<file path="config.mk">
export PLATFORM = sky130hd
export DESIGN_NAME = integer_to_ascii_formatter
export DESIGN_NICKNAME = d
export VERILOG_FILES = /design/src/rtl/i2a_pkg.sv /design/src/rtl/integer_to_ascii_formatter.sv /design/src/rtl/i2a_front.sv /design/src/rtl/i2a_fifo.sv /design/src/rtl/i2a_back.sv
export SDC_FILE = /design/constraint.sdc
export NUM_CORES = 1
export LEC_CHECK = 0
export BUFFER_PORTS_ARGS = -buffer_cell sky130_fd_sc_hd__buf_2
export CORE_MARGIN = 1.5
export CORE_UTILIZATION = 55
export CTS_CLUSTER_SIZE = 40
export DETAILED_ROUTE_END_ITERATION = 8
export PLACE_DENSITY = 0.74
export SLEW_MARGIN = 10
export SYNTH_ARGS = -nofsm -noshare
export SYNTH_HDL_FRONTEND = slang
export SYNTH_SLANG_ARGS = --single-unit
export TNS_END_PERCENT = 30
</file>
<file path="constraint.sdc">
create_clock -name i_clk -period 9.1 [get_ports i_clk]
set_input_delay 0 -clock i_clk [delete_from_list [all_inputs] [get_ports i_clk]]
set_output_delay 0 -clock i_clk [all_outputs]
set_load 0.005 [all_outputs]
</file>
<file path="src/rtl/i2a_pkg.sv">
package i2a_pkg;

    localparam int MAX_FIELD_WIDTH_DEF = 32;
    localparam int QUEUE_DEPTH_DEF     = 2;

    localparam int VALUE_BITS  = 64;
    localparam int NUM_DIGITS  = 20;
    localparam int DIGIT_BITS  = 4 * NUM_DIGITS;
    localparam int IN_DATA_W   = 72;
    localparam int IN_USER_W   = 4;

    // conversion codes as they arrive
    localparam logic [2:0] OP_SDEC = 3'd0;
    localparam logic [2:0] OP_UDEC = 3'd1;
    localparam logic [2:0] OP_HEXL = 3'd2;
    localparam logic [2:0] OP_HEXU = 3'd3;
    localparam logic [2:0] OP_CHAR = 3'd4;

    // work kinds after classification
    localparam logic [2:0] KIND_DEC  = 3'd0;
    localparam logic [2:0] KIND_HEXL = 3'd1;
    localparam logic [2:0] KIND_HEXU = 3'd2;
    localparam logic [2:0] KIND_CHAR = 3'd3;
    localparam logic [2:0] KIND_BAD  = 3'd4;

    typedef struct packed {
        logic [VALUE_BITS-1:0] mag;
        logic [2:0]            kind;
        logic                  narrow;
        logic                  neg;
        logic [5:0]            width;
        logic                  zfill;
        logic                  left;
    } t_job;

    typedef struct packed {
        logic empty;
        logic full;
    } t_qstat;

endpackage

</file>
<file path="src/rtl/integer_to_ascii_formatter.sv">
// Integer to ASCII field formatter.
// Input stream: one item per integer, with value, field width and fill flags
// in tdata and the conversion code plus the 64-bit flag in tuser. Output
// stream: one ASCII character per item, most significant first, tlast on the
// final character, tuser set on the single result of an unsupported code.
// A classifier takes items into a small queue as long as it has room, so
// the input side keeps flowing while the formatter works or the output
// stalls. The formatter takes one queued item at a time: it pops the item,
// runs double-dabble over the value bits for a 32-bit or 64-bit decimal
// value, skips that for hex or character codes, lays out the field, then
// gives one character per cycle while the receiver holds tready high.
// The double-dabble shifter sets the pace of decimal items.
// When the receiver drops tready the output register holds its character
// and the formatter waits; the queue keeps accepting until full.
// Reset empties the queue, returns the formatter to idle and drops tvalid.
module integer_to_ascii_formatter #(
    parameter int MAX_FIELD_WIDTH = i2a_pkg::MAX_FIELD_WIDTH_DEF,
    parameter int QUEUE_DEPTH     = i2a_pkg::QUEUE_DEPTH_DEF
) (
    input  logic                          i_clk,
    input  logic                          i_rst_n,
    input  logic                          i_s_axis_tvalid,
    output logic                          o_s_axis_tready,
    // value[63:0], field_width[69:64], zero_fill[70], pad_left[71]
    input  logic [i2a_pkg::IN_DATA_W-1:0] i_s_axis_tdata,
    // opcode[2:0], wide[3]
    input  logic [i2a_pkg::IN_USER_W-1:0] i_s_axis_tuser,
    output logic                          o_m_axis_tvalid,
    input  logic                          i_m_axis_tready,
    // char_out[7:0]
    output logic [7:0]                    o_m_axis_tdata,
    output logic                          o_m_axis_tlast,
    // bad_type[0]
    output logic                          o_m_axis_tuser
);
    import i2a_pkg::*;

    t_job   front_job;
    t_job   queue_job;
    t_qstat qstat;
    logic   push;
    logic   pop;

    assign o_s_axis_tready = !qstat.full;
    assign push            = i_s_axis_tvalid && !qstat.full;

    i2a_front #(
        .MAX_FIELD_WIDTH(MAX_FIELD_WIDTH)
    ) u_front (
        .i_tdata (i_s_axis_tdata),
        .i_tuser (i_s_axis_tuser),
        .o_job   (front_job)
    );

    i2a_fifo #(
        .DEPTH(QUEUE_DEPTH)
    ) u_fifo (
        .i_clk   (i_clk),
        .i_rst_n (i_rst_n),
        .i_push  (push),
        .i_job   (front_job),
        .i_pop   (pop),
        .o_job   (queue_job),
        .o_stat  (qstat)
    );

    i2a_back u_back (
        .i_clk           (i_clk),
        .i_rst_n         (i_rst_n),
        .i_job           (queue_job),
        .i_qstat         (qstat),
        .o_pop           (pop),
        .o_m_axis_tvalid (o_m_axis_tvalid),
        .i_m_axis_tready (i_m_axis_tready),
        .o_m_axis_tdata  (o_m_axis_tdata),
        .o_m_axis_tlast  (o_m_axis_tlast),
        .o_m_axis_tuser  (o_m_axis_tuser)
    );

endmodule

</file>
<file path="src/rtl/i2a_front.sv">
module i2a_front #(
    parameter int MAX_FIELD_WIDTH = i2a_pkg::MAX_FIELD_WIDTH_DEF
) (
    input  logic [i2a_pkg::IN_DATA_W-1:0] i_tdata,
    input  logic [i2a_pkg::IN_USER_W-1:0] i_tuser,
    output i2a_pkg::t_job                 o_job
);
    import i2a_pkg::*;

    localparam logic [6:0] MAXW = 7'(MAX_FIELD_WIDTH);

    logic [63:0] value;
    logic [2:0]  opcode;
    logic        wide;
    logic [5:0]  fwidth;
    logic [63:0] v;
    logic [63:0] negv;
    logic        sign;

    assign value  = i_tdata[63:0];
    assign fwidth = i_tdata[69:64];
    assign opcode = i_tuser[2:0];
    assign wide   = i_tuser[3];

    assign v    = wide ? value : {32'b0, value[31:0]};
    assign negv = (~v) + 64'd1;
    assign sign = wide ? v[63] : v[31];

    always_comb begin
        o_job.mag    = v;
        o_job.kind   = KIND_BAD;
        o_job.narrow = !wide;
        o_job.neg    = 1'b0;
        o_job.zfill  = i_tdata[70];
        o_job.left   = i_tdata[71];
        o_job.width  = ({1'b0, fwidth} > MAXW) ? MAXW[5:0] : fwidth;
        case (opcode)
            OP_SDEC: begin
                o_job.kind = KIND_DEC;
                if (sign) begin
                    o_job.neg = 1'b1;
                    o_job.mag = wide ? negv : {32'b0, negv[31:0]};
                end
            end
            OP_UDEC: o_job.kind = KIND_DEC;
            OP_HEXL: o_job.kind = KIND_HEXL;
            OP_HEXU: o_job.kind = KIND_HEXU;
            OP_CHAR: o_job.kind = wide ? KIND_BAD : KIND_CHAR;
            default: o_job.kind = KIND_BAD;
        endcase
    end

endmodule

</file>
<file path="src/rtl/i2a_fifo.sv">
module i2a_fifo #(
    parameter int DEPTH = i2a_pkg::QUEUE_DEPTH_DEF
) (
    input  logic            i_clk,
    input  logic            i_rst_n,
    input  logic            i_push,
    input  i2a_pkg::t_job   i_job,
    input  logic            i_pop,
    output i2a_pkg::t_job   o_job,
    output i2a_pkg::t_qstat o_stat
);
    import i2a_pkg::*;

    localparam int PW = (DEPTH > 1) ? $clog2(DEPTH) : 1;
    localparam int CW = $clog2(DEPTH + 1);

    t_job          r_mem [DEPTH];
    logic [PW-1:0] r_wp;
    logic [PW-1:0] r_rp;
    logic [CW-1:0] r_cnt;

    assign o_job       = r_mem[r_rp];
    assign o_stat.empty = (r_cnt == '0);
    assign o_stat.full  = (r_cnt == CW'(DEPTH));

    always_ff @(posedge i_clk) begin
        if (i_push) begin
            r_mem[r_wp] <= i_job;
        end
    end

    always_ff @(posedge i_clk) begin
        if (!i_rst_n) begin
            r_wp  <= '0;
            r_rp  <= '0;
            r_cnt <= '0;
        end else begin
            if (i_push) begin
                r_wp <= (r_wp == PW'(DEPTH - 1)) ? '0 : r_wp + 1'b1;
            end
            if (i_pop) begin
                r_rp <= (r_rp == PW'(DEPTH - 1)) ? '0 : r_rp + 1'b1;
            end
            if (i_push && !i_pop) begin
                r_cnt <= r_cnt + 1'b1;
            end else if (i_pop && !i_push) begin
                r_cnt <= r_cnt - 1'b1;
            end
        end
    end

endmodule

</file>
<file path="src/rtl/i2a_back.sv">
module i2a_back (
    input  logic            i_clk,
    input  logic            i_rst_n,
    input  i2a_pkg::t_job   i_job,
    input  i2a_pkg::t_qstat i_qstat,
    output logic            o_pop,
    output logic            o_m_axis_tvalid,
    input  logic            i_m_axis_tready,
    output logic [7:0]      o_m_axis_tdata,
    output logic            o_m_axis_tlast,
    output logic            o_m_axis_tuser
);
    import i2a_pkg::*;

    localparam logic [1:0] S_IDLE  = 2'd0;
    localparam logic [1:0] S_CONV  = 2'd1;
    localparam logic [1:0] S_SETUP = 2'd2;
    localparam logic [1:0] S_EMIT  = 2'd3;

    localparam logic [7:0] CH_ZERO  = 8'h30;
    localparam logic [7:0] CH_MINUS = 8'h2d;
    localparam logic [7:0] CH_SPACE = 8'h20;
    localparam logic [7:0] CH_LA    = 8'h61;
    localparam logic [7:0] CH_UA    = 8'h41;

    logic [1:0]            r_state;
    logic [2:0]            r_kind;
    logic                  r_neg;
    logic [5:0]            r_width;
    logic                  r_zfill;
    logic                  r_left;
    logic [63:0]           r_bin;
    logic [DIGIT_BITS-1:0] r_dw;
    logic [6:0]            r_cnt;
    logic [5:0]            r_k;
    logic [5:0]            r_s;
    logic [5:0]            r_end;
    logic [5:0]            r_sp;
    logic [5:0]            r_lastk;
    logic [7:0]            r_fill;
    logic                  r_ovalid;
    logic [7:0]            r_ochar;
    logic                  r_olast;
    logic                  r_obad;

    logic [DIGIT_BITS-1:0] adj;
    logic [DIGIT_BITS-1:0] n_dw;
    logic [4:0]            dig_cnt;
    logic [5:0]            txt_len;
    logic [5:0]            pad;
    logic [5:0]            n_s;
    logic [5:0]            n_end;
    logic [5:0]            n_sp;
    logic [5:0]            n_lastk;
    logic [4:0]            idx;
    logic [3:0]            nib;
    logic                  in_dig;
    logic [7:0]            n_char;
    logic                  load;

    assign o_pop           = (r_state == S_IDLE) && !i_qstat.empty;
    assign o_m_axis_tvalid = r_ovalid;
    assign o_m_axis_tdata  = r_ochar;
    assign o_m_axis_tlast  = r_olast;
    assign o_m_axis_tuser  = r_obad;
    assign load            = (r_state == S_EMIT) && (!r_ovalid || i_m_axis_tready);

    // double-dabble step
    always_comb begin
        for (int i = 0; i < NUM_DIGITS; i++) begin
            adj[4*i +: 4] = (r_dw[4*i +: 4] >= 4'd5) ? r_dw[4*i +: 4] + 4'd3
                                                     : r_dw[4*i +: 4];
        end
        n_dw = {adj[DIGIT_BITS-2:0], r_bin[63]};
    end

    // field layout
    always_comb begin
        dig_cnt = 5'd1;
        for (int i = 0; i < NUM_DIGITS; i++) begin
            if (r_dw[4*i +: 4] != 4'd0) begin
                dig_cnt = 5'(i + 1);
            end
        end
        if (r_kind == KIND_CHAR) begin
            dig_cnt = 5'd1;
        end
        txt_len = {1'b0, dig_cnt} + {5'd0, r_neg};
        pad     = (r_width > txt_len) ? r_width - txt_len : 6'd0;
        n_s     = {5'd0, r_neg} + (r_left ? pad : 6'd0);
        n_end   = n_s + {1'b0, dig_cnt} - 6'd1;
        n_sp    = (r_left && !r_zfill) ? pad : 6'd0;
        n_lastk = (r_kind == KIND_BAD) ? 6'd0 : txt_len + pad - 6'd1;
    end

    // character at position r_k
    always_comb begin
        idx    = 5'(r_end - r_k);
        nib    = r_dw[{idx, 2'b00} +: 4];
        in_dig = (r_k >= r_s) && (r_k <= r_end);
        if (r_kind == KIND_BAD) begin
            n_char = 8'd0;
        end else if (in_dig) begin
            if (r_kind == KIND_CHAR) begin
                n_char = r_dw[7:0];
            end else if (nib < 4'd10) begin
                n_char = CH_ZERO + {4'd0, nib};
            end else if (r_kind == KIND_HEXU) begin
                n_char = CH_UA + {4'd0, nib} - 8'd10;
            end else begin
                n_char = CH_LA + {4'd0, nib} - 8'd10;
            end
        end else if (r_neg && (r_k == r_sp)) begin
            n_char = CH_MINUS;
        end else begin
            n_char = r_fill;
        end
    end

    always_ff @(posedge i_clk) begin
        if (!i_rst_n) begin
            r_state  <= S_IDLE;
            r_ovalid <= 1'b0;
        end else begin
            if (i_m_axis_tready && !load) begin
                r_ovalid <= 1'b0;
            end
            case (r_state)
                S_IDLE: begin
                    if (!i_qstat.empty) begin
                        r_kind  <= i_job.kind;
                        r_neg   <= i_job.neg;
                        r_width <= i_job.width;
                        r_zfill <= i_job.zfill;
                        r_left  <= i_job.left;
                        r_bin   <= i_job.narrow ? {i_job.mag[31:0], 32'b0} : i_job.mag;
                        r_cnt   <= i_job.narrow ? 7'd32 : 7'd64;
                        if (i_job.kind == KIND_DEC) begin
                            r_dw    <= '0;
                            r_state <= S_CONV;
                        end else if (i_job.kind == KIND_CHAR) begin
                            r_dw    <= {{(DIGIT_BITS-8){1'b0}}, i_job.mag[7:0]};
                            r_state <= S_SETUP;
                        end else begin
                            r_dw    <= {{(DIGIT_BITS-VALUE_BITS){1'b0}}, i_job.mag};
                            r_state <= S_SETUP;
                        end
                    end
                end
                S_CONV: begin
                    r_dw  <= n_dw;
                    r_bin <= {r_bin[62:0], 1'b0};
                    r_cnt <= r_cnt - 7'd1;
                    if (r_cnt == 7'd1) begin
                        r_state <= S_SETUP;
                    end
                end
                S_SETUP: begin
                    r_s     <= n_s;
                    r_end   <= n_end;
                    r_sp    <= n_sp;
                    r_lastk <= n_lastk;
                    r_fill  <= (r_left && r_zfill) ? CH_ZERO : CH_SPACE;
                    r_k     <= 6'd0;
                    r_state <= S_EMIT;
                end
                S_EMIT: begin
                    if (load) begin
                        r_ovalid <= 1'b1;
                        r_ochar  <= n_char;
                        r_olast  <= (r_k == r_lastk);
                        r_obad   <= (r_kind == KIND_BAD);
                        r_k      <= r_k + 6'd1;
                        if (r_k == r_lastk) begin
                            r_state <= S_IDLE;
                        end
                    end
                end
                default: r_state <= S_IDLE;
            endcase
        end
    end

endmodule

</file>
# Word level (Yosys, flattened, before mapping)
# Memory sizes are Yosys's and may differ from the RTL's. A register that Yosys moved wholly into a read port is not among the register bits.
# Index checks and enable logic that the tools add are counted.
[op_classes] n_addsub=40 n_lt_le_gt_ge=25 n_eq_ne=19 n_shift=1 mux=87 bitwise_logic=2 n_reduce_logical=52
[op_table] operator="64-bit two-way mux" n=7
[op_table] operator="80-bit two-way mux" n=2
[op_table] operator="80-bit case mux with 2 select lines" n=1
[op_table] operator="64-bit case mux with 2 select lines" n=1
[op_table] operator="4-bit two-way mux" n=27
[op_table] operator="4-bit by 3-bit greater-or-equal comparator with 1-bit output (second input constant)" n=20
[op_table] operator="80-bit by 8-bit variable part select with 4-bit output" n=1
[op_table] operator="4-bit by 2-bit adder with 4-bit output (second input constant)" n=19
[op_table] operator="4-bit nonzero test" n=19
[op_table] operator="64-bit by 1-bit adder with 64-bit output (second input constant)" n=1
[op_table] operator="64-bit NOT" n=1
[op_table] operator="8-bit two-way mux" n=5
[op_table] operator="5-bit two-way mux" n=7
[op_table] operator="6-bit two-way mux" n=4
[op_table] operator="2-bit two-way mux" n=9
[op_table] operator="3-bit two-way mux" n=6
[op_table] operator="7-bit by 4-bit adder with 8-bit output (first input constant)" n=2
[op_table] operator="8-bit by 4-bit subtractor with 8-bit output (second input constant)" n=2
[op_table] operator="3-bit by 2-bit == test with 1-bit output (second input constant)" n=5
[op_table] operator="7-bit two-way mux" n=2
[op_table] operator="7-bit case mux with 2 select lines" n=1
[op_table] operator="6-bit == test" n=2
[op_table] operator="1-bit two-way mux" n=12
[op_table] operator="3-bit case mux with 4 select lines" n=1
[op_table] operator="39 further kinds" n=69
[word_totals] ff_bits=218 mem_bits_rw=154 output_inout_bits=12 elab_cells=249 memories=1
[mem_list] name="u_fifo.r_mem" words=2 word_bits=77 read_ports=1 rd_clocked_by_memory_dff=1 wr=1 line_no="i2a_fifo.sv:17" rtl="t_job r_mem [DEPTH];"

# Depth between registers and ports, before layout
[depth] depth_word=28 mapped_depth=33 ltp_nobuf=32

# Cells and area by module
# A second synthesis with hierarchy kept.
[unflattened] cells_unflattened=1774 hier_area_um2=20970.1
[modules_own_cells] module="i2a_back" instances=1 cells_per_inst=1209 area_each_um2=13168.9 seq_area_each_um2=6185.9
[modules_own_cells] module="i2a_fifo" instances=1 cells_per_inst=262 area_each_um2=5908.2 seq_area_each_um2=4724.5
[modules_own_cells] module="i2a_front" instances=1 cells_per_inst=301 area_each_um2=1883.1 seq_area_each_um2=0.0
[modules_own_cells] module="integer_to_ascii_formatter" instances=1 cells_per_inst=2 area_each_um2=10.0 seq_area_each_um2=0.0

# Least setup slack after synthesis
# OpenSTA, ideal clock, no wires.
[synth_path] kind="reg-to-reg" startpoint="reg u_back.r_state[1]" endpoint="reg u_back.r_bin[0], enable pin" setup_ps=712 t_arrival_ps=8408 required_time_ps=8388 setup_slack_ps=-20 stages_incl_launch_ff=7 path_buffers=2 period_less_slack_ps=9120 cell_sequence="dfxtp_1 > inv_1 > ha_1 > clkbuf_1 > clkbuf_1 > o21ai_0 > a21oi_1"
[synth_between] elab_chain_cells=3 word_cells_on_any_way=5
[synth_rtl] element="start: declaration" line_no="i2a_back.sv:26" rtl="logic [1:0] r_state;"
[synth_rtl] element="start signal: assignment" line_no="i2a_back.sv:122" rtl="r_state <= S_IDLE;"
[synth_rtl] element="start signal: assignment" line_no="i2a_back.sv:140" rtl="r_state <= S_CONV;"
[synth_rtl] element="start signal: assignment" line_no="i2a_back.sv:143" rtl="r_state <= S_SETUP;"
[synth_rtl] element="2-bit logical NOT or 2-bit by 1-bit == test with 1-bit output (tied branches)" line_no="i2a_back.sv:128" rtl="case (r_state)"
[synth_rtl] element="2-bit inequality test (no line) or 2-bit nonzero test (tied branches)"
[synth_rtl] element="3-bit AND reduction (no line) (*)"
[synth_rtl] element="end signal: assignment" line_no="i2a_back.sv:136" rtl="r_bin <= i_job.narrow ? {i_job.mag[31:0], 32'b0} : i_job.mag;"
[synth_rtl] element="end signal: assignment" line_no="i2a_back.sv:152" rtl="r_bin <= {r_bin[62:0], 1'b0};"
[synth_rtl] element="end: declaration" line_no="i2a_back.sv:32" rtl="logic [63:0] r_bin;"
# Mark *: on every way between the ends. The rest lies on a longest branch, timed or not.
# A chain may end at the register's enable or synchronous reset.

# Worst setup path after layout
[layout_path] startpoint="reg u_back.r_dw[8]" endpoint="reg u_back.r_end[5], data pin"
[layout_between] elab_chain_cells=27 word_cells_on_any_way=28
[layout_rtl] element="start: declaration" line_no="i2a_back.sv:33" rtl="logic [DIGIT_BITS-1:0] r_dw;"
[layout_rtl] element="start signal: assignment" line_no="i2a_back.sv:142" rtl="r_dw <= {{(DIGIT_BITS-8){1'b0}}, i_job.mag[7:0]};"
[layout_rtl] element="start signal: assignment" line_no="i2a_back.sv:145" rtl="r_dw <= {{(DIGIT_BITS-VALUE_BITS){1'b0}}, i_job.mag};"
[layout_rtl] element="start signal: assignment" line_no="i2a_back.sv:151" rtl="r_dw <= n_dw;"
[layout_rtl] element="4-bit nonzero test (*)" line_no="i2a_back.sv:81" rtl="if (r_dw[4*i +: 4] != 4'd0) begin"
[layout_rtl] element="2-bit two-way mux (*)" line_no="i2a_back.sv:81"
[layout_rtl] element="3-bit two-way mux (*) (4 in a row)" line_no="i2a_back.sv:81"
[layout_rtl] element="4-bit two-way mux (*) (8 in a row)" line_no="i2a_back.sv:81"
[layout_rtl] element="5-bit two-way mux (*) (5 in a row)" line_no="i2a_back.sv:81"
[layout_rtl] element="5-bit two-way mux (*)" line_no="i2a_back.sv:85" rtl="if (r_kind == KIND_CHAR) begin"
[layout_rtl] element="5-bit by 1-bit adder with 6-bit output (*)" line_no="i2a_back.sv:88" rtl="txt_len = {1'b0, dig_cnt} + {5'd0, r_neg};"
[layout_rtl] element="6-bit subtractor or 6-bit greater-than comparator (tied branches)" line_no="i2a_back.sv:89" rtl="pad = (r_width > txt_len) ? r_width - txt_len : 6'd0;"
[layout_rtl] element="6-bit two-way mux (*)" line_no="i2a_back.sv:89"
[layout_rtl] element="6-bit two-way mux (*)" line_no="i2a_back.sv:90" rtl="n_s = {5'd0, r_neg} + (r_left ? pad : 6'd0);"
[layout_rtl] element="1-bit by 6-bit adder with 6-bit output (*)" line_no="i2a_back.sv:90"
[layout_rtl] element="named net u_back.n_s[1]" line_no="i2a_back.sv:51" rtl="logic [5:0] n_s;"
[layout_rtl] element="6-bit by 5-bit adder with 6-bit output (*)" line_no="i2a_back.sv:91" rtl="n_end = n_s + {1'b0, dig_cnt} - 6'd1;"
[layout_rtl] element="6-bit by 1-bit subtractor with 6-bit output (*)" line_no="i2a_back.sv:91"
[layout_rtl] element="named net u_back.n_end[5]" line_no="i2a_back.sv:52" rtl="logic [5:0] n_end;"
[layout_rtl] element="end signal: assignment" line_no="i2a_back.sv:160" rtl="r_end <= n_end;"
[layout_rtl] element="end: declaration" line_no="i2a_back.sv:37" rtl="logic [5:0] r_end;"
# Mark *: on every way through the listed nets, which the timed path passes. The rest lies on a longest branch.

==> results.toml <==
[layout]
final_common_cell = "edfxtp_1"
drive_gt1_share_pct = 13.09
postLayoutCellArea_sq_mm = 0.02344
final_cells = 2416
nets = 2097
synthToLayoutAreaGrowth_pct = 14.94
fillers = 2805
antenna_cells = 0
layout_common_cells = "edfxtp_1, nand2_1, nor2_1, a21oi_1, inv_1"

[synthesis]
synthesis.area_sq_mm = 0.02040
synth_fp_nets = 1942
synth_top_area_share_pct = 52.71
synth_edf_count = 358
ys_types = 63
synthFlopType = "edfxtp_1"
yosysSeqAreaShare_pct = 53.49
yosys.area.top_type = "edfxtp_1"
avgSynthCellArea_sq_um = 11.57
ys_warn_count = 0
postSynthCellCount = 1763
synthArstFlopShare_pct = 0
synth-seq-cells = 366
synth_area_leaders = "edfxtp_1, ha_1, mux2i_1"

[critical_path]
worst-setup-path-type = "reg2reg"
cp-start-kind = "flop"
cp_slowest_stage_delay_ns = 0.71
crit_fanout = 13
cp_slowest_cell = "a31oi_1"
worst-endpoint-arrival_ns = 7.28
worstPathRequired_ns = 9.39
crit_path_end_kind = "flop"
crit_top_cell = "ha_1"

[cts]
clk_latency_ns = 0.55
path_clk_slew_ns = 0.06
cts_buffers = 40
cts-root-buf = "clkbuf_16"
htreeDepth = 2
cts_tree = "built"
cts_buffer_depth = 3
cts_resized = 0
cts_num_sinks = 366

[die]
io_pins = 92
core_sq_mm = 0.03652
die_area_sq_mm = 0.03825
rows = 70
die_h_microns = 195.6
fp.dieW_microns = 195.6
start_util_pct = 55.84

[power]
p_sw_mw = 2.765
ir_drop_v = 0.0001520
p_seq_share_pct = 39.4
clkPwrFrac_pct = 21.9
power.leakage_nw = 8.599
internal-power_mw = 4.777
p_sw_share_pct = 36.66
p_comb_share_pct = 38.7
powerDensity_mw_per_mm2 = 321.8

[routing]
wl_per_cell_microns = 20.71
firstDrtPassIters = 7
drt_wl_total_mm = 50.04
drcViolationCount = 0
route.vias.total = 14620
drtIter0Drc = 1252
ant_nets = 0
vias_per_cell = 6.051

[grt]
track_usage_pct = 26.27
grt_pass1_wl_mm = 77.85
antenna_found_initial = 1
grt_max_degree = 110
overflow = 0
grt_pass1_vias = 14090

[timing]
fin_skew_ns = 0.02058
fin_crit_ns = 6.990
worst_slack_ns = 2.110
max_freq_mhz = 143.1
relSlewSlack_pct = 17.19
rsz0062_at_grt = "false"
drv_slew = 0
tns_ns = 0
post-route-period-util_pct = 76.81
setup_viol = 0
hold_viol = 0
worst_slew_pin_slew_ns = 1.233
holdWs_ns = 0.02119

[placement]
placedInstanceArea_sq_mm = 0.02134
gp_congestion = 0.9245
hpwl_mm = 35.07
port_buffers = 91
dp_worst_setup_slack_ns = 2.205
dp_cells = 2267

[outcome]
status = "completed"

[flow_run]
maxCapViolations = 0

[hold_path]
hp-class = "in2reg"
==> through the flow <==
stage | power [mW] | utilization (%)
detailed placement | 5.838 | 58.43
finish | 7.543 | 64.19
CTS | 7.547 | 64.19
global route | 7.979 | 64.19
floorplan | 5.025 | -
global placement | 5.742 | 58.43
==> registers in the layout (all words and copies together) (netlist names), 2 cells and up, named ones only <==
register and cells:
u_back.o_m_axis_tdata 8, u_back.r_bin 64, u_back.r_cnt 7, u_back.r_dw 80, u_back.r_end 6, u_back.r_k 6, u_back.r_kind 3, u_back.r_lastk 6
u_back.r_s 6, u_back.r_sp 6, u_back.r_state 2, u_back.r_width 6, u_fifo.r_cnt 2, u_fifo.r_mem 154
==> cells in the mapped netlist, drive strengths merged, types with 5 or more instances <==
cell / count
ha: 95
mux4: 20
xnor2: 67
or3: 18
or4: 9
nor2: 123
nor2b: 12
and2: 5
a211oi: 5
dfxtp: 8
mux2i: 86
o31ai: 40
xor2: 68
nand2b: 30
and3: 12
o41ai: 11
a21o: 11
o22ai: 48
nor4: 9
edfxtp: 358
a21oi: 114
nor3: 25
buf: 12
mux2: 45
nor3b: 31
a31oi: 5
nand3: 25
nand4: 5
clkbuf: 58
o32ai: 14
inv: 106
nand2: 135
o21ai: 108
==> routing by layer <==
metal	track usage [%]	up-vias	wire (microns)
met5	0	-	0
met4	10.08	0	1706
met3	3.454	92	3239
met2	43.58	556	23990
met1	35.37	7130	21100
li1	-	6842	-
==> worst max-delay path, delay by kind of cell (launching register included) <==
kind | cells | cell delay, ns
AOI/OAI and AO/OA | 14 | 2.66
adders and majority gates | 8 | 2.11
and+or+nand+nor | 3 | 0.82
xor gates and xnor gates | 3 | 0.47
DFF | 1 | 0.46
buffers and inverters | 3 | 0.22
==> cells by family after synthesis <==
logic type               share of synthesized area [%]
other                                          0.01839
multiplexers                                     8.914
AND/OR/NAND/NOR                                  11.25
adder cells (fa/ha/maj)                          6.220
AO/OA/AOI/OAI                                    10.97
flip-flops                                       53.49
buffers and inverters                            3.294
XOR/XNOR                                         5.834
==> area by class of cell <==
cell class,instances,area [sq um],share of cell area (%)
inverters,108,405.4,1.729
clock buffers,48,1052,4.489
multi-input cells,1219,8866,37.82
clock inverters,24,280.3,1.196
repair buffers,183,1339,5.711
flip-flops and latches,366,10910,46.56
well taps,468,585.6,2.498
==> power groups by stage <==
stage	logic, mW	clock network, mW	registers (mW)
global route	3.22	1.74	3.02
floorplan	2.16	0	2.86
finish	2.92	1.66	2.97
global placement	2.78	0	2.97
detailed placement	2.85	0	2.99
CTS	2.91	1.68	2.96
==> what timing repair did <==
| action | in CTS | in global routing |
|---|---|---|
| hold endpoints to repair | 160 | 0 |
| buffers inserted | 0 | 0 |
| setup endpoints to repair | 0 | 0 |
| hold buffers | 77 | 0 |
==> worst paths after layout <==
check / endpoint / slack (ns) / start / cells past startpoint
worst max register to register: u_back.r_end[5] / 2.11 / u_back.r_dw[8] / 31
worst min register to register: u_back.r_bin[11] / 0.52 / u_back.r_bin[10] / 2
worst max-delay path: u_back.r_end[5] / 2.11 / u_back.r_dw[8] / 31
worst min-delay path: u_fifo.r_mem[1][61] / 0.02 / i_s_axis_tdata[48] / 3
(Power assumes the default switching activity.)
